## config.mk

```make
export PLATFORM = sky130hd
export DESIGN_NAME = c2d_queue
export DESIGN_NICKNAME = d
export VERILOG_FILES = /design/src/rtl/core/c2d_pkg.sv /design/src/rtl/core/c2d_queue.sv
export SDC_FILE = /design/constraint.sdc
export NUM_CORES = 1
export LEC_CHECK = 0
export BUFFER_PORTS_ARGS = -buffer_cell sky130_fd_sc_hd__buf_2
export CORE_ASPECT_RATIO = 0.9
export CORE_MARGIN = 2
export CORE_UTILIZATION = 47
export CTS_CLUSTER_DIAMETER = 50
export DETAILED_ROUTE_END_ITERATION = 10
export PLACE_DENSITY_LB_ADDON = 0.05
export SYNTH_ARGS = -nofsm -noshare
export SYNTH_HDL_FRONTEND = slang
export SYNTH_SLANG_ARGS = --single-unit
```

## constraint.sdc

```tcl
create_clock -name i_clk -period 2.4 [get_ports i_clk]
set_input_delay 0.12 -clock i_clk [delete_from_list [all_inputs] [get_ports i_clk]]
set_output_delay 0.12 -clock i_clk [all_outputs]
set_load 0.005 [all_outputs]
```

## src/rtl/core/c2d_pkg.sv

```systemverilog
`timescale 1ns / 1ps
// ----------------------------------------------------------------------------
// c2d_pkg
// Shared types and constants of the strided, dilated 2D convolution block.
// ----------------------------------------------------------------------------
package c2d_pkg;

    localparam int IN_CHANNELS_DEF  = 4;
    localparam int OUT_CHANNELS_DEF = 8;
    localparam int KERNEL_ROWS_DEF  = 3;
    localparam int KERNEL_COLS_DEF  = 3;
    localparam int MAX_HEIGHT_DEF   = 32;
    localparam int MAX_WIDTH_DEF    = 32;

    // Accumulator wide enough for 64 channels x 121 taps of Q16.16 products.
    localparam int ACC_W   = 48;
    // Tap coordinates: 31 * 15 + 10 * 15 fits easily.
    localparam int TAP_W   = 16;
    localparam int Q_DEPTH = 2;

    localparam logic signed [ACC_W-1:0] SAT_MAX = ACC_W'(64'sd2147483647);
    localparam logic signed [ACC_W-1:0] SAT_MIN = ACC_W'(-64'sd2147483648);

    typedef enum logic [1:0] {
        ACT_LOAD_FEAT = 2'd0,
        ACT_LOAD_WGT  = 2'd1,
        ACT_LOAD_BIAS = 2'd2,
        ACT_COMPUTE   = 2'd3
    } t_action;

    typedef enum logic [2:0] {
        CFG_STRIDE_ROWS = 3'd0,
        CFG_STRIDE_COLS = 3'd1,
        CFG_DIL_ROWS    = 3'd2,
        CFG_DIL_COLS    = 3'd3,
        CFG_IMG_HEIGHT  = 3'd4,
        CFG_IMG_WIDTH   = 3'd5
    } t_cfg_idx;

    typedef struct packed {
        t_action            action;
        logic [2:0]         out_chan;
        logic [1:0]         in_chan;
        logic [4:0]         row_pos;
        logic [4:0]         col_pos;
        logic signed [15:0] load_value;
        logic               bias_enable;
    } t_cmd;

    typedef struct packed {
        logic [3:0] stride_rows;
        logic [3:0] stride_cols;
        logic [3:0] dilation_rows;
        logic [3:0] dilation_cols;
        logic [5:0] image_height;
        logic [5:0] image_width;
    } t_cfg;

endpackage

```

## src/rtl/core/c2d_queue.sv

```systemverilog
`timescale 1ns / 1ps
// ----------------------------------------------------------------------------
// c2d_queue
// Short command queue between the front and the back.
// ----------------------------------------------------------------------------
module c2d_queue (
    input  logic          i_clk,
    input  logic          i_rst_n,
    input  logic          i_push,
    input  c2d_pkg::t_cmd i_cmd,
    input  logic          i_pop,
    output logic          o_full,
    output logic          o_valid,
    output c2d_pkg::t_cmd o_cmd
);

    localparam int PW = (c2d_pkg::Q_DEPTH > 1) ? $clog2(c2d_pkg::Q_DEPTH) : 1;
    localparam int CW = $clog2(c2d_pkg::Q_DEPTH + 1);

    c2d_pkg::t_cmd r_mem [c2d_pkg::Q_DEPTH];
    logic [PW-1:0] r_wp, r_rp;
    logic [CW-1:0] r_count;
    logic          do_push, do_pop;

    assign o_full  = r_count == CW'(c2d_pkg::Q_DEPTH);
    assign o_valid = r_count != '0;
    assign o_cmd   = r_mem[r_rp];
    assign do_push = i_push && !o_full;
    assign do_pop  = i_pop && o_valid;

    always_ff @(posedge i_clk) begin
        if (do_push) begin
            r_mem[r_wp] <= i_cmd;
        end
    end

    always_ff @(posedge i_clk) begin
        if (!i_rst_n) begin
            r_wp    <= '0;
            r_rp    <= '0;
            r_count <= '0;
        end else begin
            if (do_push) begin
                r_wp <= (32'(r_wp) == c2d_pkg::Q_DEPTH - 1) ? '0 : r_wp + 1'b1;
            end
            if (do_pop) begin
                r_rp <= (32'(r_rp) == c2d_pkg::Q_DEPTH - 1) ? '0 : r_rp + 1'b1;
            end
            r_count <= r_count + CW'(do_push) - CW'(do_pop);
        end
    end

endmodule

```

After elaboration in Yosys (flattened, before gate mapping)
Memories as Yosys holds them, arrays and structs flattened. A register that Yosys moved wholly into a read port is not among the register bits.
Index checks and enable logic that the tools add are counted.
{ "totals": {"regBits": 4, "ramBits": 68, "word_cells": 19, "mem_count": 1} }
{ "mem_list": {"columns": ["memory", "words", "width", "rd", "rd_ports_with_merged_regs", "wr", "line", "source"], "rows": [
  ["r_mem", 2, 34, 1, 1, 1, "c2d_queue.sv:20", "c2d_pkg::t_cmd r_mem [c2d_pkg::Q_DEPTH];"]
]} }
{ "op_classes": {"add_sub_neg": 4, "n_eq_ne": 1, "mux": 6, "n_reduce_logical": 4} }
{ "op_table": {"columns": ["op", "n"], "rows": [
  ["$mux W1", 6],
  ["$add A1 B1 Y1 const B", 2],
  ["$add A2 B1 Y2", 1],
  ["$eq A2 B2 Y1 const B", 1],
  ["$logic_and A1 B1 Y1", 2],
  ["$reduce_bool A2 Y1", 1],
  ["$sub A2 B1 Y2", 1],
  ["$logic_not A1 Y1", 1]
]} }

Longest topological paths before layout
{ "logic_depth": {"word_depth": 5, "ltp_mapped": 8} }

Worst setup path after synthesis
Ideal clock, no wire load.
{ "synth_path": {"path_kind": "reg2reg", "from": "register r_count[0]", "to": "memory r_mem[0][0] in the netlist's numbering, enable pin", "setup_ns": 0.425, "t_arrival_ns": 2.018, "path_slack_ns": -0.043, "path_stages_with_launch": 4, "n_path_buf": 0, "period_less_slack_ns": 2.443, "cell_sequence": "dfxtp_1 nand2b_1 nand2_1 nor2_1"} }
{ "synth_via": {"elab_chain_cells": 5} }
{ "synth_rtl": {"columns": ["element", "line", "source"], "rows": [
  ["start: declaration", "c2d_queue.sv:22", "logic [CW-1:0] r_count;"],
  ["start signal: assignment", "c2d_queue.sv:49", "r_count <= r_count + CW'(do_push) - CW'(do_pop);"],
  ["$eq A2 B2 Y1", "c2d_queue.sv:25", "assign o_full = r_count == CW'(c2d_pkg::Q_DEPTH);"],
  ["$logic_not A1 Y1", "c2d_queue.sv:28", "assign do_push = i_push && !o_full;"],
  ["$logic_and A1 B1 Y1", "c2d_queue.sv:28", null],
  ["$mux W1", "c2d_queue.sv:32", "if (do_push) begin"],
  ["$mux W1 (implied by the code)", "c2d_queue.sv:33", "r_mem[r_wp] <= i_cmd;"],
  ["end: declaration", "c2d_queue.sv:20", null]
]} }
Every way passes these cells.

==> impl_results.md <==
- Status: finished clean
- CP max FO: 20
- CTS tree: built
- Worst EP arrival: around 1.7 ns
- Seq cells post-synth: 73
- Final worst setup slack: ~0.55 ns
- First drt pass iteration count: 4
- Total number of vias: 1,533
- Slowest CP cell: dfxtp_2
- Met3 wire len: ~300 microns
- Pwr dens: between 900 and 1000 nW/um^2
- Row count: 26
- Top Layer Used: met4
- WP data required: about 2.3 ns
- Setup Buffers After CTS: 0
- I/O pins: 74
- Clock power share: 0.221
- M1 wire length: 1870 microns
- ANT cells: 0
- Clock skew: between 0.005 and 0.006 ns
- Post-detail-place hpwl: 3050 microns
- Hold Path Stages: 2
- Routed wl met2: around 2600 microns
- Share of layout cells above drive strength 1: 0.492
- Syn. warnings: 0
- First-pass GRT wire length: roughly 7500 microns
- Pre-CTS setup slack: between 0.6 and 0.7 ns
- Post-Synth XOR/XNOR Area: 0.00616
- Largest family of logic cells by synthesized area: multiplexers
- Max cap viols: 0
- Starting Density: 0.494
- Synth Cell Area: roughly 2800 sq um
- Max_slew headroom: 0.652
- Synth cell types: 19
- Core area: 5760 sq um
- Minimum clock period: between 1.5 and 2 ns
- Final setup TNS: 0 ns
- Largest stage delay, worst path: roughly 0.66 ns
- H-tree depth: 3
- Longest Clk Path Bufs: 2
- Filler cells: roughly 400
- Clk sinks: 73
- Tcrit/Tclk final: 0.772
- Fmax: between 500 and 600 MHz
- Fin cells: between 300 and 400
- Multiplexer area fraction after synthesis: 0.178
- RSZ-0062 raised after global routing: false
- Reg-to-reg endpoint: r_count[1]
- Critical path class: reg2out
- Global-route usage over all layers: 0.156
- Fin. Hold Viols: 0
- Initial antenna violation count: 0
- Maximum VDD drop: between 500 and 600 uV
- Crit. End Element: output pin
- Largest net degree at the start of global routing: 35
- Gate power share: 0.287
- Cells after Synth: around 130
- Adder-cell share of the synthesized area: 0.00880
- Placed Instances: around 280
- Final slew viol count: 0
- Setup crit start kind: flip-flop
- Hold crit path type: in2reg
- Reg power frac: 0.492
- Sw Ratio: 0.258
- Mapped Avg Cell Area: 21.4 sq um
- Endpoints failing setup: 0
- Synth Area in Compound Gates: 0.00264
- Layout area overhead: 32.9%
- WL per Instance: approximately 15 microns
- Leak: 1.53 nW
- Internal power: roughly 2.7 mW
- Root Driver: clkbuf_8
- Yosys top cell area share: 0.718
- Synth area leader: edfxtp_1
- Number of CTS-inserted buffers: 9
- Seq/Total Area, Yosys: 0.753
- Gpl congestion: a little over 0.7
- Final WL: between 4000 and 5000 microns
- R2r startpoint: r_count[0]
- Largest cells by area after synthesis: edfxtp_1 (72%), mux2_4 (16%), dfxtp_1 (3.5%), buf_12 (2.1%), mux2_2 (1.6%)
- PnR Total Power: roughly 3.6 mW
- Antenna-violating nets left: 0
- Tightest Pin Transition: 0.521 ns
- Nets: around 290
- Clock latency on the worst-skew pair: around 0.33 ns
- First DRT Iteration DRCs: between 100 and 150
- Worst Hold End: r_count[0]
- Vias in the first global route: 1,716
- Reg2reg setup slack: about 0.67 ns
- Fraction of the mapped netlist area in simple logic gates: 0.0229
- CP cell instances: buf_12 > mux2_2 > buf_2
- Die X: 86.0 microns
- Syn nets: between 150 and 200
- CTS clk-pin slew, worst paths: ~0.06 ns
- Hold buffer count at cts: 34
- Die ar.: about 6700 sq um
- Net Sw Power: roughly 0.93 mW
- Vias per inst: 4.70
- GRT overflow: 0
- Post-route DRC violation count: 0
- Height of the die: between 70 and 80 microns
- R2R cell count: 8
- Hold path start: i_rst_n
- Post-CTS Resized: 0
- PortBufs: 73
- Minimum hold slack: approximately 0.046 ns
[sequential cells by signal, summed over array words and instances, names as in the netlist, named ones only]
register	flops
r_count	2
r_mem	68
r_rp	1
r_wp	1
[through the flow]
stage | util | cell area, sq um
6_report | 0.657 | 3780
5_1_grt | 0.657 | 3780
4_1_cts | 0.657 | 3780
3_5_place_dp | 0.570 | 3280
3_3_place_gp | 0.570 | 3280
2_1_floorplan | - | 2850
[cell families (layout without fill, tap and decap cells)]
group,count (synthesis),in the layout
adder cells (fa/ha/maj),2,2
AO/OA/AOI/OAI,1,1
flip-flops,73,73
buffers and inverters,7,130
AND/OR/NAND/NOR,13,13
XOR/XNOR,2,2
multiplexers,35,35
[cell type report]
| class | instances | area (sq um) | area share |
|---|---|---|---|
| Sequential cell | 73 | 2140 | 0.567 |
| Tap cell | 70 | 87.6 | 0.0232 |
| Inverter | 3 | 11.3 | 0.00298 |
| Clock inverter | 1 | 5.00 | 0.00132 |
| Clock buffer | 15 | 156 | 0.0414 |
| Multi-Input combinational cell | 53 | 629 | 0.166 |
| Timing Repair Buffer | 111 | 748 | 0.198 |
[cell usage after synthesis, drive strengths merged]
cell,n
edfxtp,68
mux2,34
dfxtp,5
buf,4
nor2,4
inv,3
and2,2
ha,2
nand2,2
nand2b,2
and3,1
mux2i,1
nor3,1
o21a,1
or2,1
xnor2,1
xor2,1
[worst max path at each step]
stage / from / end / slack, ns / cells past startpoint
after floorplan: r_count[0] / r_mem[0][0] / 0.52 / 3
after global placement: r_count[0] / r_count[1] / 0.83 / 8
after detailed placement: r_count[0] / r_count[1] / 0.68 / 8
after CTS: flip-flop / o_cmd[22] / 0.49 / 3
after global routing: flip-flop / o_cmd[22] / 0.43 / 3
final: flip-flop / o_cmd[22] / 0.55 / 3
[routing by layer]
layer	up-vias	global-route usage
li1	743	-
met1	726	0.150
met2	52	0.283
met3	12	0.0585
met4	0	0.0810
met5	-	0
[power groups by stage]
stage / Sequential (mW) / Combinational, mW / Clock [mW]
3_3_place_gp: 1.78 / 0.976 / 0
4_1_cts: 1.77 / 1.05 / 0.824
3_5_place_dp: 1.80 / 1.00 / 0
5_1_grt: 1.79 / 1.12 / 0.884
6_report: 1.77 / 1.03 / 0.794
2_1_floorplan: 1.72 / 0.759 / 0
[worst max-delay path, delay by kind of cell (launching register included)]
family | cells | cell delay [ns]
flip-flops | 1 | 0.66
multiplexers | 1 | 0.35
buffers and inverters | 2 | 0.39
[placed cells by master, fill, tap and decap left out]
cell type      count
buf_2             73
edfxtp_1          68
dlygate4sd3_1     34
mux2_4            30
clkbuf_8          10
clkbuf_1           5
mux2_2             4
dfxtp_1            4
inv_1              3
nor2_1             3
buf_4              3
nand2b_1           2
nand2_1            2
and2_1             2
ha_1               2
o21a_1             1
or2_2              1
nor2_4             1
xnor2_1            1
and3_2             1
mux2i_1            1
xor2_1             1
nor3_1             1
dfxtp_2            1
clkinv_2           1
buf_12             1
No activity file was read; power rests on OpenSTA's default activity.
