<file path="src/rtl/core/c2d_pkg.sv">
`timescale 1ns / 1ps
// ----------------------------------------------------------------------------
// c2d_pkg
// Shared types and constants of the strided, dilated 2D convolution block.
// ----------------------------------------------------------------------------
package c2d_pkg;

    localparam int IN_CHANNELS_DEF  = 4;
    localparam int OUT_CHANNELS_DEF = 8;
    localparam int KERNEL_ROWS_DEF  = 3;
    localparam int KERNEL_COLS_DEF  = 3;
    localparam int MAX_HEIGHT_DEF   = 32;
    localparam int MAX_WIDTH_DEF    = 32;

    // Accumulator wide enough for 64 channels x 121 taps of Q16.16 products.
    localparam int ACC_W   = 48;
    // Tap coordinates: 31 * 15 + 10 * 15 fits easily.
    localparam int TAP_W   = 16;
    localparam int Q_DEPTH = 2;

    localparam logic signed [ACC_W-1:0] SAT_MAX = ACC_W'(64'sd2147483647);
    localparam logic signed [ACC_W-1:0] SAT_MIN = ACC_W'(-64'sd2147483648);

    typedef enum logic [1:0] {
        ACT_LOAD_FEAT = 2'd0,
        ACT_LOAD_WGT  = 2'd1,
        ACT_LOAD_BIAS = 2'd2,
        ACT_COMPUTE   = 2'd3
    } t_action;

    typedef enum logic [2:0] {
        CFG_STRIDE_ROWS = 3'd0,
        CFG_STRIDE_COLS = 3'd1,
        CFG_DIL_ROWS    = 3'd2,
        CFG_DIL_COLS    = 3'd3,
        CFG_IMG_HEIGHT  = 3'd4,
        CFG_IMG_WIDTH   = 3'd5
    } t_cfg_idx;

    typedef struct packed {
        t_action            action;
        logic [2:0]         out_chan;
        logic [1:0]         in_chan;
        logic [4:0]         row_pos;
        logic [4:0]         col_pos;
        logic signed [15:0] load_value;
        logic               bias_enable;
    } t_cmd;

    typedef struct packed {
        logic [3:0] stride_rows;
        logic [3:0] stride_cols;
        logic [3:0] dilation_rows;
        logic [3:0] dilation_cols;
        logic [5:0] image_height;
        logic [5:0] image_width;
    } t_cfg;

endpackage

</file>
<file path="src/rtl/core/c2d_front.sv">
`timescale 1ns / 1ps
// ----------------------------------------------------------------------------
// c2d_front
// Accepts requests, drops those that address nothing, holds the registers.
// ----------------------------------------------------------------------------
module c2d_front #(
    parameter int IN_CHANNELS  = c2d_pkg::IN_CHANNELS_DEF,
    parameter int OUT_CHANNELS = c2d_pkg::OUT_CHANNELS_DEF,
    parameter int KERNEL_ROWS  = c2d_pkg::KERNEL_ROWS_DEF,
    parameter int KERNEL_COLS  = c2d_pkg::KERNEL_COLS_DEF,
    parameter int MAX_HEIGHT   = c2d_pkg::MAX_HEIGHT_DEF,
    parameter int MAX_WIDTH    = c2d_pkg::MAX_WIDTH_DEF
) (
    input  logic          i_clk,
    input  logic          i_rst_n,
    input  logic          i_valid,
    output logic          o_ready,
    input  c2d_pkg::t_cmd i_cmd,
    input  logic          i_cfg_valid,
    input  logic [2:0]    i_cfg_index,
    input  logic [5:0]    i_cfg_data,
    output c2d_pkg::t_cfg o_cfg,
    input  logic          i_q_full,
    output logic          o_push,
    output c2d_pkg::t_cmd o_cmd
);

    c2d_pkg::t_cfg r_cfg;
    logic          keep;
    logic          oc_ok, ic_ok;

    assign oc_ok = 32'(i_cmd.out_chan) < 32'(OUT_CHANNELS);
    assign ic_ok = 32'(i_cmd.in_chan) < 32'(IN_CHANNELS);

    always_comb begin
        case (i_cmd.action)
            c2d_pkg::ACT_LOAD_FEAT: keep = ic_ok && 32'(i_cmd.row_pos) < 32'(MAX_HEIGHT)
                                           && 32'(i_cmd.col_pos) < 32'(MAX_WIDTH);
            c2d_pkg::ACT_LOAD_WGT:  keep = oc_ok && ic_ok
                                           && 32'(i_cmd.row_pos) < 32'(KERNEL_ROWS)
                                           && 32'(i_cmd.col_pos) < 32'(KERNEL_COLS);
            default:                keep = oc_ok;
        endcase
    end

    assign o_ready = !i_q_full;
    assign o_push  = i_valid && !i_q_full && keep;
    assign o_cmd   = i_cmd;
    assign o_cfg   = r_cfg;

    always_ff @(posedge i_clk) begin
        if (!i_rst_n) begin
            r_cfg.stride_rows   <= 4'd1;
            r_cfg.stride_cols   <= 4'd1;
            r_cfg.dilation_rows <= 4'd1;
            r_cfg.dilation_cols <= 4'd1;
            r_cfg.image_height  <= 6'd32;
            r_cfg.image_width   <= 6'd32;
        end else if (i_cfg_valid) begin
            case (i_cfg_index)
                c2d_pkg::CFG_STRIDE_ROWS: r_cfg.stride_rows   <= i_cfg_data[3:0];
                c2d_pkg::CFG_STRIDE_COLS: r_cfg.stride_cols   <= i_cfg_data[3:0];
                c2d_pkg::CFG_DIL_ROWS:    r_cfg.dilation_rows <= i_cfg_data[3:0];
                c2d_pkg::CFG_DIL_COLS:    r_cfg.dilation_cols <= i_cfg_data[3:0];
                c2d_pkg::CFG_IMG_HEIGHT:  r_cfg.image_height  <= i_cfg_data;
                c2d_pkg::CFG_IMG_WIDTH:   r_cfg.image_width   <= i_cfg_data;
                default: ;
            endcase
        end
    end

endmodule

</file>
<file path="config.mk">
export PLATFORM = sky130hd
export DESIGN_NAME = c2d_front
export DESIGN_NICKNAME = d
export VERILOG_FILES = /design/src/rtl/core/c2d_pkg.sv /design/src/rtl/core/c2d_front.sv
export SDC_FILE = /design/constraint.sdc
export NUM_CORES = 1
export LEC_CHECK = 0
export ABC_CLOCK_PERIOD_IN_PS = 2900
export CAP_MARGIN = 20
export CORE_MARGIN = 4
export CORE_UTILIZATION = 45
export CTS_BUF_LIST = sky130_fd_sc_hd__clkbuf_4 sky130_fd_sc_hd__clkbuf_8
export CTS_CLUSTER_DIAMETER = 30
export CTS_CLUSTER_SIZE = 12
export DETAILED_ROUTE_END_ITERATION = 12
export DONT_BUFFER_PORTS = 1
export GPL_TIMING_DRIVEN = 0
export SYNTH_ARGS = -nofsm -noshare
export SYNTH_HDL_FRONTEND = slang
export SYNTH_SLANG_ARGS = --single-unit
</file>
<file path="constraint.sdc">
create_clock -name i_clk -period 2.9 [get_ports i_clk]
set_input_delay 0.29 -clock i_clk [delete_from_list [all_inputs] [get_ports i_clk]]
set_output_delay 0.29 -clock i_clk [all_outputs]
set_load 0.01 [all_outputs]
</file>
* Word level (Yosys, flattened, before mapping)
Index checks and enable logic that the tools add are counted. Widths: inputs -> output; s select.
Storage, ports and cells: bits in writable memories 0, ROM bits 0, logic and storage cells 26, memories 0, output and inout bits 64, bits in latches 0, flip-flop bits (word level) 28
Cells by class: bitwise operators 0, div/mod/pow operators 0, magnitude comparators 2, mux-type cells 1, multiply operators 0, shift operators 0, add/sub/neg operators 0, reductions and logical operators 11, equal/unequal tests 6
Operators with widths (number):
- $reduce_and 2->1 | 6
- $lt 5x2->1 const B | 2
- $eq 3x2->1 const B | 2
- $eq 3x3->1 const B | 2
- $eq 3x1->1 const B | 1
- $logic_and 1x1->1 | 3
- $logic_not 3->1 | 1
- $eq 2x1->1 const B | 1
- $logic_not 1->1 | 1
- $mux 1 | 1

* Longest topological paths before layout
Gate-level depths: netlist of the first run.
depth in word-level cells 4, mapped depth 4, mapped depth without buffers 3

* Worst setup path after synthesis of the first run
OpenSTA, ideal clock, no wires.
path type input -> output, start in i_cmd[24] (netlist bit), end out o_push, buffers on the path 0, data required time 2.610 ns, stages on the path 3, setup slack 1.437 ns, arrival 1.173 ns, cells stage by stage or4_1 nor4_1 o311a_1
Between the ends: cells in the longest elaborated chain, start to end 4
RTL lines:
- start: declaration | RTL line c2d_front.sv:18 | input c2d_pkg::t_cmd i_cmd,
- $lt 5x2->1 | RTL line c2d_front.sv:40 | && 32'(i_cmd.row_pos) < 32'(KERNEL_ROWS)
- $logic_and 1x1->1 | RTL line c2d_front.sv:41 | && 32'(i_cmd.col_pos) < 32'(KERNEL_COLS);
- $mux 1 | RTL line c2d_front.sv:36 | case (i_cmd.action)
- $logic_and 1x1->1 | RTL line c2d_front.sv:47 | assign o_push = i_valid && !i_q_full && keep;
- end: declaration | RTL line c2d_front.sv:24 | output logic o_push,
Every way passes these cells.

* Worst setup path in the final report of the first run
Ends and elaborated chain as after synthesis.

==> metrics.cfg, run 1 <==
[synth]
synth.area.top_cells=dfxtp_1 (41%), buf_4 (20%), mux2i_1 (16%), nor2b_1 (7.2%), nand2_1 (2.4%)
seq_area_frac_synth=0.406
synth.top_cell.area_share=0.406
synth_top_cell_by_area=dfxtp_1
ys_types=20
syn_inst=139
ys_ff_latch=28
ys_warn_count=0
netlist_area_sq_um=1380
syn_nets=187
synth.avg_cell_area_sq_um=9.94

[pwr]
p_leak_uw=0.000613
power_frac_seq=0.624
netSwitchingFraction=0.238
intPower_uw=492
vdd.ir_drop.worst_uv=272
p_clk_frac=0.238
p_per_area_nw_per_um2=447
pwr-share-comb=0.138
power_switching_uw=154

[route]
drt_drc_violations_left=0
route.detailed.vias_per_inst=5.42
antenna_left=0
dr.pass1.iters=4
wl_per_cell_microns=17.4
vias=937
first_iter_violations=12
finalWirelength_mm=3.01

[clocking]
h-tree-depth=1
cts_resized=0
post_cts_buffers=0
worst_skew_pair.late_latency_ns=0.32
clock_sinks=28
root_buffer=clkbuf_4
cts_made_buffers=3
clockBufferDepth=2
cts_tree=yes
clk_pin_slew_worst_paths_ns=0.13
hold_buffers=0

[critical_path]
crit_type=in2out
worstSetupEndpointType=output pin
crit_required_ns=2.61
cp_data_arrival_time_ns=1.24
crit_path_start_kind=primary input
cp_max_fo=2

[sta]
tightest_slew_ns=0.416
period_needed_ns=1.53
finalHoldViolCount=0
timing.fmax_mhz=654
drv_slew=0
rsz0062_at_grt=false
setup_viol=0
clock_skew_ns=0
finalCritPeriodShare=0.527
setup_tns_ns=0
relSlewSlack=0.721

[grt]
track_usage=0.138
grt_max_degree=15
antenna_found_initial=0
grt_pass1_vias=867
overflow=0
grt_pass1_wl_mm=4.37

[layout]
stdcell_count=173
area.sequential_sq_um=561
fin_util=0.506
final_nets=192
area_growth_syn_to_layout_pct=4.44
insertedDiodeCount=0
largest_register_ffs=28
drive_gt1_frac=0.296
fill_cells=259
multi_input_area_sq_um=528

[floorplan]
pin_count=112
dieWidth_microns=63.4
rows=19
die-area_sq_um=4020
start_util=0.484
die_h_microns=63.4
core_area_sq_um=2850

[placed_design]
detailed_place_hpwl_mm=2.51
dp.cells=170
place_congestion=0.688
port_buffers=0

[run_status]
status=finished, final reports clean

[min_path]
hold_path_class=in2reg

[job]
maxCapViolCount=0

layout make-up:
type | instances | area share
Inverter | 2 | 0.00520
Clock buffer | 3 | 0.0156
Sequential cell | 28 | 0.389
Tap cell | 31 | 0.0269
Buffer | 40 | 0.198
Multi-Input combinational cell | 69 | 0.366
power by group through the flow:
| stage | sequential, uW | clock (uW) | combinational (uW) |
|---|---|---|---|
| 2_1_floorplan | 410 | 0 | 81.2 |
| 3_3_place_gp | 411 | 0 | 90.2 |
| 3_5_place_dp | 412 | 0 | 90.6 |
| 4_1_cts | 403 | 161 | 90.7 |
| 5_1_grt | 404 | 179 | 95.4 |
| 6_report | 403 | 153 | 89.3 |
stage by stage:
stage                     hold WS (ns)  power [uW]  setup WS, ns  area [sq um]
after global routing            0.0630         678          1.33          1440
after detailed placement         0.421         502          1.36          1420
after CTS                       0.0711         655          1.36          1440
after global placement           0.421         502          1.38          1420
after floorplan                  0.415         491          1.44          1380
final                           0.0868         645          1.37          1440
cell families (layout without fill, tap and decap cells):
logic type             count (synthesis)  after routing  share of synthesized area
multiplexers                          22             22                      0.159
AO/OA/AOI/OAI                          8              8                     0.0353
flip-flops                            28             28                      0.406
AND/OR/NAND/NOR                       39             39                      0.188
buffers and inverters                 42             45                      0.212
per-layer routing:
layer  track usage  up-vias  share of wire
met5             0        -              0
met4        0.0323        0         0.0070
met2         0.250       65           0.50
met1         0.140      426           0.35
met3        0.0693        4           0.14
li1              -      442              -
Yosys cell counts:
cell,number
or4_1,1
nand4b_1,1
nor4b_4,1
and4bb_2,1
o311a_1,1
inv_1,2
a22o_1,1
clkbuf_1,3
nand4bb_1,1
buf_4,36
mux2i_1,22
nand4b_2,1
nor4_1,1
nor2b_1,16
nand3_1,6
dfxtp_1,28
nand2_1,9
buf_1,1
o21ai_0,6
nor4bb_1,1
final timing paths:
check	start	to	slack (ns)	depth (start not counted)
setup / recovery	i_cmd[24]	o_push	1.37	3
hold / removal	i_cfg_data[0]	o_cfg[12]$_SDFFE_PN1P_	0.09	2
setup reg to reg	o_cfg[7]$_SDFFE_PN0P_	o_cfg[7]$_SDFFE_PN0P_	2.21	2
hold reg to reg	o_cfg[14]$_SDFFE_PN0P_	o_cfg[14]$_SDFFE_PN0P_	0.53	2
cell usage in the layout, fill, tap and decap left out:
cell       instances
dfxtp_1           28
nor2b_1           16
or4_1              1
nand3_1            6
nand2_1            9
mux2i_1           22
nand4b_2           1
a22o_1             1
clkbuf_4           3
nand4b_1           1
nand4bb_1          1
and4bb_2           1
clkbuf_1           3
buf_1              1
buf_4             36
nor4b_4            1
inv_1              2
nor4_1             1
o311a_1            1
nor4bb_1           1
o21ai_0            6
critical path: stages:
cell and delay, ns:
or4_1 0.52, nor4_1 0.19, o311a_1 0.24
Power figures use the tool's default switching activity.
==> run 2: changes to the inputs <==
--- a/config.mk
+++ b/config.mk
@@ -5,7 +5,8 @@
 export SDC_FILE = /design/constraint.sdc
 export NUM_CORES = 1
 export LEC_CHECK = 0
-export ABC_CLOCK_PERIOD_IN_PS = 2900
+export ABC_AREA = 1
+export ABC_CLOCK_PERIOD_IN_PS = 1590
 export CAP_MARGIN = 20
 export CORE_MARGIN = 4
 export CORE_UTILIZATION = 45
==> constraint.sdc (replaced) <==
create_clock -name i_clk -period 1.59 [get_ports i_clk]
set_input_delay 0.159 -clock i_clk [delete_from_list [all_inputs] [get_ports i_clk]]
set_output_delay 0.159 -clock i_clk [all_outputs]
set_load 0.01 [all_outputs]
==> run 2 against run 1 <==
Effect of this change:
- sequential share of layout area is 2.4 points lower
- clock-buffer cell count is the same
- wire length up 13%
- largest cell class unchanged
- largest power group unchanged
==> metrics.cfg, run 2 <==
[floorplan]
dieWidth_microns=63.5  ; +0.12%
core_area_sq_um=2850  ; unchanged
pin_count=112  ; unchanged
die_h_microns=63.5  ; +0.12%
start_util=0.486  ; +0.00132
die-area_sq_um=4030  ; +0.24%
rows=19  ; unchanged

[layout]
fill_cells=282  ; +8.9%
area_growth_syn_to_layout_pct=10.9
area.sequential_sq_um=561  ; unchanged
insertedDiodeCount=0  ; unchanged
drive_gt1_frac=0.243  ; -0.0531
layout_commonest_cell=nor2_1
layout_common_cells=nor2_1 (51), buf_4 (34), dfxtp_1 (28)
multi_input_area_sq_um=484  ; -8.3%
largest_register_ffs=28  ; unchanged
fin_util=0.539  ; +0.0329
final_nets=256  ; +33%

[route]
vias=1161  ; +24%
route.detailed.vias_per_inst=4.90  ; -9.6%
dr.pass1.iters=4  ; unchanged
drt_drc_violations_left=0  ; unchanged
antenna_left=0  ; unchanged
finalWirelength_mm=3.42  ; +13%
first_iter_violations=33  ; +21
wl_per_cell_microns=14.4  ; -17%

[synth]
netlist_area_sq_um=1390  ; +0.27%
syn_inst=194  ; +40%
synth.top_cell.area_share=0.405  ; -0.00110
synth.avg_cell_area_sq_um=7.14  ; -28%
ys_ff_latch=28  ; unchanged
synth.most_common_cell=nor2_1
async_flop_share=0  ; unchanged
seq_area_frac_synth=0.405  ; -0.00110
syn_nets=242  ; +29%
ys.flop_type=dfxtp_1
ys_warn_count=0  ; unchanged
yosys-top-cells-count=nor2_1 (51), buf_4 (34), dfxtp_1 (28), nand2_1 (27), o21ai_0 (16)
synth_edf_count=0  ; unchanged
synth_top_cell_by_area=dfxtp_1
synth.area.top_cells=dfxtp_1 (40%), buf_4 (18%), nor2_1 (14%), nand2_1 (7.3%), o21ai_0 (5.8%)
ys_types=17  ; -15%

[grt]
grt_pass1_vias=1172  ; +35%
antenna_found_initial=0  ; unchanged
overflow=0  ; unchanged
grt_max_degree=15  ; unchanged
grt_pass1_wl_mm=5.22  ; +19%
track_usage=0.161  ; +0.0231

[critical_path]
cpLargestDelayFamily=buffers and inverters
cp_data_arrival_time_ns=1.44  ; +0.20 ns
path_common_cell=dlygate4sd3_1
slowest_stage=dlygate4sd3_1
worstSetupEndpointType=flip-flop
slowest_delay_ns=0.57  ; +0.05 ns
cp_max_fo=3  ; +1
crit_path_start_kind=primary input
path_buf_inv=2  ; +2
crit_chain=dlygate4sd3_1 > nand4_1 > dlygate4sd3_1 > nand3_1
crit_type=in2reg
crit_required_ns=1.79  ; -0.82 ns

[clocking]
cts_tree=yes
root_buffer=clkbuf_4
clockBufferDepth=2  ; unchanged
h-tree-depth=1  ; unchanged
clk_pin_slew_worst_paths_ns=0.14  ; about the same
cts_made_buffers=3  ; unchanged
worst_skew_pair.late_latency_ns=0.31  ; about the same
clock_sinks=28  ; unchanged
cts_resized=0  ; unchanged

[pwr]
p_per_area_nw_per_um2=811  ; +81%
p_clk_frac=0.222  ; -0.016
vdd.ir_drop.worst_uv=368  ; +35%
p_leak_uw=0.000744  ; +21%
pwr-share-comb=0.171  ; +0.033
power_switching_uw=327  ; +110%
power_frac_seq=0.606  ; -0.018
netSwitchingFraction=0.262  ; +0.0241
intPower_uw=919  ; +87%
total_power_uw=1250  ; +93%

[sta]
setup_viol=0  ; unchanged
timing.hold.ws_ns=0.00724  ; -0.0796 ns
drv_slew=0  ; unchanged
rsz0062_at_grt=false
relSlewSlack=0.673  ; -0.0486
worst_slack_ns=0.352  ; -1.02 ns
finalHoldViolCount=0  ; unchanged
timing.fmax_mhz=808
setup_tns_ns=0  ; unchanged
finalCritPeriodShare=0.779
period_needed_ns=1.24
clock_skew_ns=0  ; unchanged
tightest_slew_ns=0.491  ; +0.0747 ns

[placed_design]
detailed_place_hpwl_mm=2.66  ; +5.9%
post-place-ws_ns=0.582  ; -0.783 ns
place_congestion=0.742  ; +7.8%
port_buffers=0  ; unchanged

[run_status]
status=finished, final reports clean

[job]
maxCapViolCount=0  ; unchanged

[min_path]
hold_path_class=in2reg

## run 2: power groups by stage
stage,clock network [uW],logic [uW],registers (uW)
2_1_floorplan,0,171,766
3_3_place_gp,0,191,771
3_5_place_dp,0,194,772
4_1_cts,292,211,756
5_1_grt,324,235,759
6_report,277,213,755
## run 2: worst paths after layout
check	start	end	slack, ns	cells after the start
worst min-delay path	i_cfg_data[2]	o_cfg[26]$_SDFFE_PN0P_	0.007	2
worst min register to register	o_cfg[11]$_SDFFE_PN1P_	o_cfg[11]$_SDFFE_PN1P_	0.54	2
worst max-delay path	i_cfg_data[0]	o_cfg[12]$_SDFFE_PN1P_	0.35	4
worst max register to register	o_cfg[15]$_SDFFE_PN0P_	o_cfg[15]$_SDFFE_PN0P_	0.87	4
## run 2: through the flow
step | instance area (sq um) | cells
6_report | 1540 | 237
2_1_floorplan | 1390 | 194
3_5_place_dp | 1420 | 225
5_1_grt | 1540 | 237
3_3_place_gp | 1420 | 225
4_1_cts | 1510 | 234
## run 2: cells by family (layout without fill, tap and decap cells)
logic type,after synthesis,after routing,share of synthesized area
flip-flops,28,28,0.405
buffers and inverters,54,66,0.246
AND/OR/NAND/NOR,96,96,0.292
AO/OA/AOI/OAI,16,16,0.0578
## run 2: routing by layer
layer	track usage	vias to the layer above	part of all wire	wire, microns
met3	0.0604	0	0.12	409
met1	0.180	505	0.39	1330
met4	0.0323	0	0	0
met5	0	-	0	0
li1	-	588	-	-
met2	0.291	68	0.49	1680
## run 2: final cells by class
type | count | area share
Tap cell | 31 | 0.0252
Timing Repair Buffer | 9 | 0.0586
Sequential cell | 28 | 0.365
Clock buffer | 3 | 0.0147
Inverter | 16 | 0.0399
Buffer | 38 | 0.182
Multi-Input combinational cell | 112 | 0.315
## run 2: what timing repair did
item	CTS	global route
hold buffers	6	3
buffers inserted	0	0
setup endpoints to repair	0	0
hold endpoints to repair	13	2
==> run 3: changes to the inputs <==
--- a/config.mk
+++ b/config.mk
@@ -6,7 +6,7 @@
 export NUM_CORES = 1
 export LEC_CHECK = 0
 export ABC_AREA = 1
-export ABC_CLOCK_PERIOD_IN_PS = 1590
+export ABC_CLOCK_PERIOD_IN_PS = 1200
 export CAP_MARGIN = 20
 export CORE_MARGIN = 4
 export CORE_UTILIZATION = 45
==> constraint.sdc (replaced) <==
create_clock -name i_clk -period 1.2 [get_ports i_clk]
set_input_delay 0.12 -clock i_clk [delete_from_list [all_inputs] [get_ports i_clk]]
set_output_delay 0.12 -clock i_clk [all_outputs]
set_load 0.01 [all_outputs]
==> run 3 against run 2 <==
Effect of this change:
- setup slack worse by 0.015 ns
- wire length is 1.7% lower
- total power is 33% higher
- cell area is 0.65% lower
- sequential power is 32% higher
- final cell count is 0.42% lower
- die area stayed put
- hold slack better by 0.026 ns
- global-route usage is 0.26 points lower
- combinational power is 35% higher
- critical path type is now reg2out
- critical endpoint is now o_cfg[20]
==> metrics.cfg, run 3 (synthesis gave the netlist of run 2 again) <==
[pwr]
power_frac_seq=0.604  ; -0.002
p_clk_frac=0.222  ; about the same
vdd.ir_drop.worst_uv=497  ; +35%
netSwitchingFraction=0.265  ; +0.00287
p_leak_uw=0.000744  ; about the same
power_switching_uw=439  ; +34%
pwr-share-comb=0.174  ; +0.003
intPower_uw=1220  ; +32%
p_per_area_nw_per_um2=1080  ; +34%

[route]
vias=1152  ; -0.78%
route.detailed.vias_per_inst=4.88  ; -0.35%
dr.pass1.iters=4  ; unchanged
first_iter_violations=42  ; +27%
antenna_left=0  ; unchanged
finalWirelength_mm=3.36  ; -1.7%
wl_per_cell_microns=14.2  ; -1.3%
drt_drc_violations_left=0  ; unchanged

[floorplan]
dieWidth_microns=63.5  ; unchanged
die_h_microns=63.5  ; unchanged
core_area_sq_um=2850  ; unchanged
start_util=0.486  ; unchanged
pin_count=112  ; unchanged
die-area_sq_um=4030  ; unchanged
rows=19  ; unchanged

[clocking]
hold_buffers=7  ; +1
root_buffer=clkbuf_4
clk_pin_slew_worst_paths_ns=0.14  ; about the same
clock_sinks=28  ; unchanged
clockBufferDepth=2  ; unchanged
cts_made_buffers=3  ; unchanged
h-tree-depth=1  ; unchanged
worst_skew_pair.late_latency_ns=0.31  ; about the same
cts_tree=yes
cts_resized=0  ; unchanged
post_cts_buffers=0  ; unchanged

[sta]
tightest_slew_ns=0.505  ; +0.0142 ns
relSlewSlack=0.663  ; -0.00950
timing.fmax_mhz=1160
finalCritPeriodShare=0.719
setup_tns_ns=0  ; unchanged
rsz0062_at_grt=false
finalHoldViolCount=0  ; unchanged
setup_viol=0  ; unchanged
period_needed_ns=0.863
clock_skew_ns=0  ; unchanged
drv_slew=0  ; unchanged

[grt]
use_met1=0.172  ; -0.00762
grt_use_met2=0.291  ; unchanged
busiest_layer=met2
antenna_found_initial=0  ; unchanged
grt_max_degree=15  ; unchanged
overflow=0  ; unchanged
met3_usage=0.0604  ; unchanged
grt_pass1_wl_mm=5.17  ; -0.92%
track_usage=0.159  ; -0.00260
grt_pass1_vias=1174  ; +0.17%

[layout]
final_nets=255  ; -0.39%
layout_commonest_cell=nor2_1
insertedDiodeCount=0  ; unchanged
area.sequential_sq_um=561  ; unchanged
fill_cells=282  ; unchanged
area_growth_syn_to_layout_pct=10.2
multi_input_area_sq_um=484  ; unchanged
fin_area_sq_um=1530  ; -0.65%
largest_register_ffs=28  ; unchanged
drive_gt1_frac=0.244  ; +0.00118
layout_common_cells=nor2_1 (51), buf_4 (34), dfxtp_1 (28)

[critical_path]
r2r-end=o_cfg[15]$_SDFFE_PN0P_
crit_required_ns=1.08  ; -0.71 ns
worstSetupEndpointType=output pin
cp_data_arrival_time_ns=0.74  ; -0.70 ns
ff2ff_path_depth=4  ; unchanged
crit_path_start_kind=flip-flop
worstReg2RegStart=o_cfg[15]$_SDFFE_PN0P_
crit_type=reg2out
cp_max_fo=2  ; -1
ff2ff_setup_slack_ns=0.47  ; -0.40 ns

[min_path]
worstHoldEndpoint=o_cfg[19]$_SDFFE_PN0P_
hold_path_class=in2reg
min_path_cells=4  ; +2
min_from=i_cfg_data[3]

[run_status]
status=finished, final reports clean

[placed_design]
place_congestion=0.742  ; unchanged
placed_cell_area_sq_um=1420  ; unchanged
detailed_place_hpwl_mm=2.66  ; unchanged
port_buffers=0  ; unchanged

[job]
maxCapViolCount=0  ; unchanged

## run 3: layout make-up
type	count	share of cell area
flip-flops and latches	28	0.367
inverters	16	0.0402
multi-input cells	112	0.317
plain buffers	38	0.183
repair buffers	8	0.0525
well taps	31	0.0254
clock buffers	3	0.0148
## run 3: worst min-delay path, cell delays in order
cell and delay [ns]:
inv_1 0.03, nand4_1 0.07, nand2_1 0.06, nor2_1 0.04
## run 3: metrics by stage
stage | hold WS (ns) | power, uW | util | instances | setup slack, ns
after floorplan | 0.233 | 1240 | - | 194 | 0.376
after global placement | 0.238 | 1270 | 0.499 | 225 | 0.269
after detailed placement | 0.239 | 1280 | 0.499 | 225 | 0.231
after CTS | 0.00663 | 1680 | 0.532 | 235 | 0.313
after global routing | 0.0448 | 1750 | 0.535 | 236 | 0.287
final | 0.0334 | 1660 | 0.535 | 236 | 0.337
## run 3: layer usage
layer | part of all wire | vias to the layer above | wire length, microns
met5 | 0 | - | 0
met4 | 0 | 0 | 0
met3 | 0.13 | 0 | 447
met2 | 0.49 | 73 | 1640
met1 | 0.38 | 493 | 1270
li1 | - | 586 | -
## run 3: worst max path at each step
stage | startpoint | endpoint | slack (ns) | cells past startpoint
6_report | o_cfg[20]$_SDFFE_PN1P_ | o_cfg[20] | 0.34 | 0
4_1_cts | o_cfg[20]$_SDFFE_PN1P_ | o_cfg[20] | 0.31 | 0
2_1_floorplan | i_cfg_index[1] | o_cfg[10]$_SDFFE_PN0P_ | 0.38 | 5
3_3_place_gp | i_rst_n | o_cfg[19]$_SDFFE_PN0P_ | 0.27 | 4
3_5_place_dp | i_rst_n | o_cfg[19]$_SDFFE_PN0P_ | 0.23 | 4
5_1_grt | o_cfg[20]$_SDFFE_PN1P_ | o_cfg[20] | 0.29 | 0
## run 3: power groups by stage
stage	clock (uW)	combinational, uW	sequential [uW]
3_5_place_dp	0	257	1020
5_1_grt	429	316	1010
2_1_floorplan	0	226	1010
4_1_cts	387	287	1000
6_report	368	287	1000
3_3_place_gp	0	253	1020
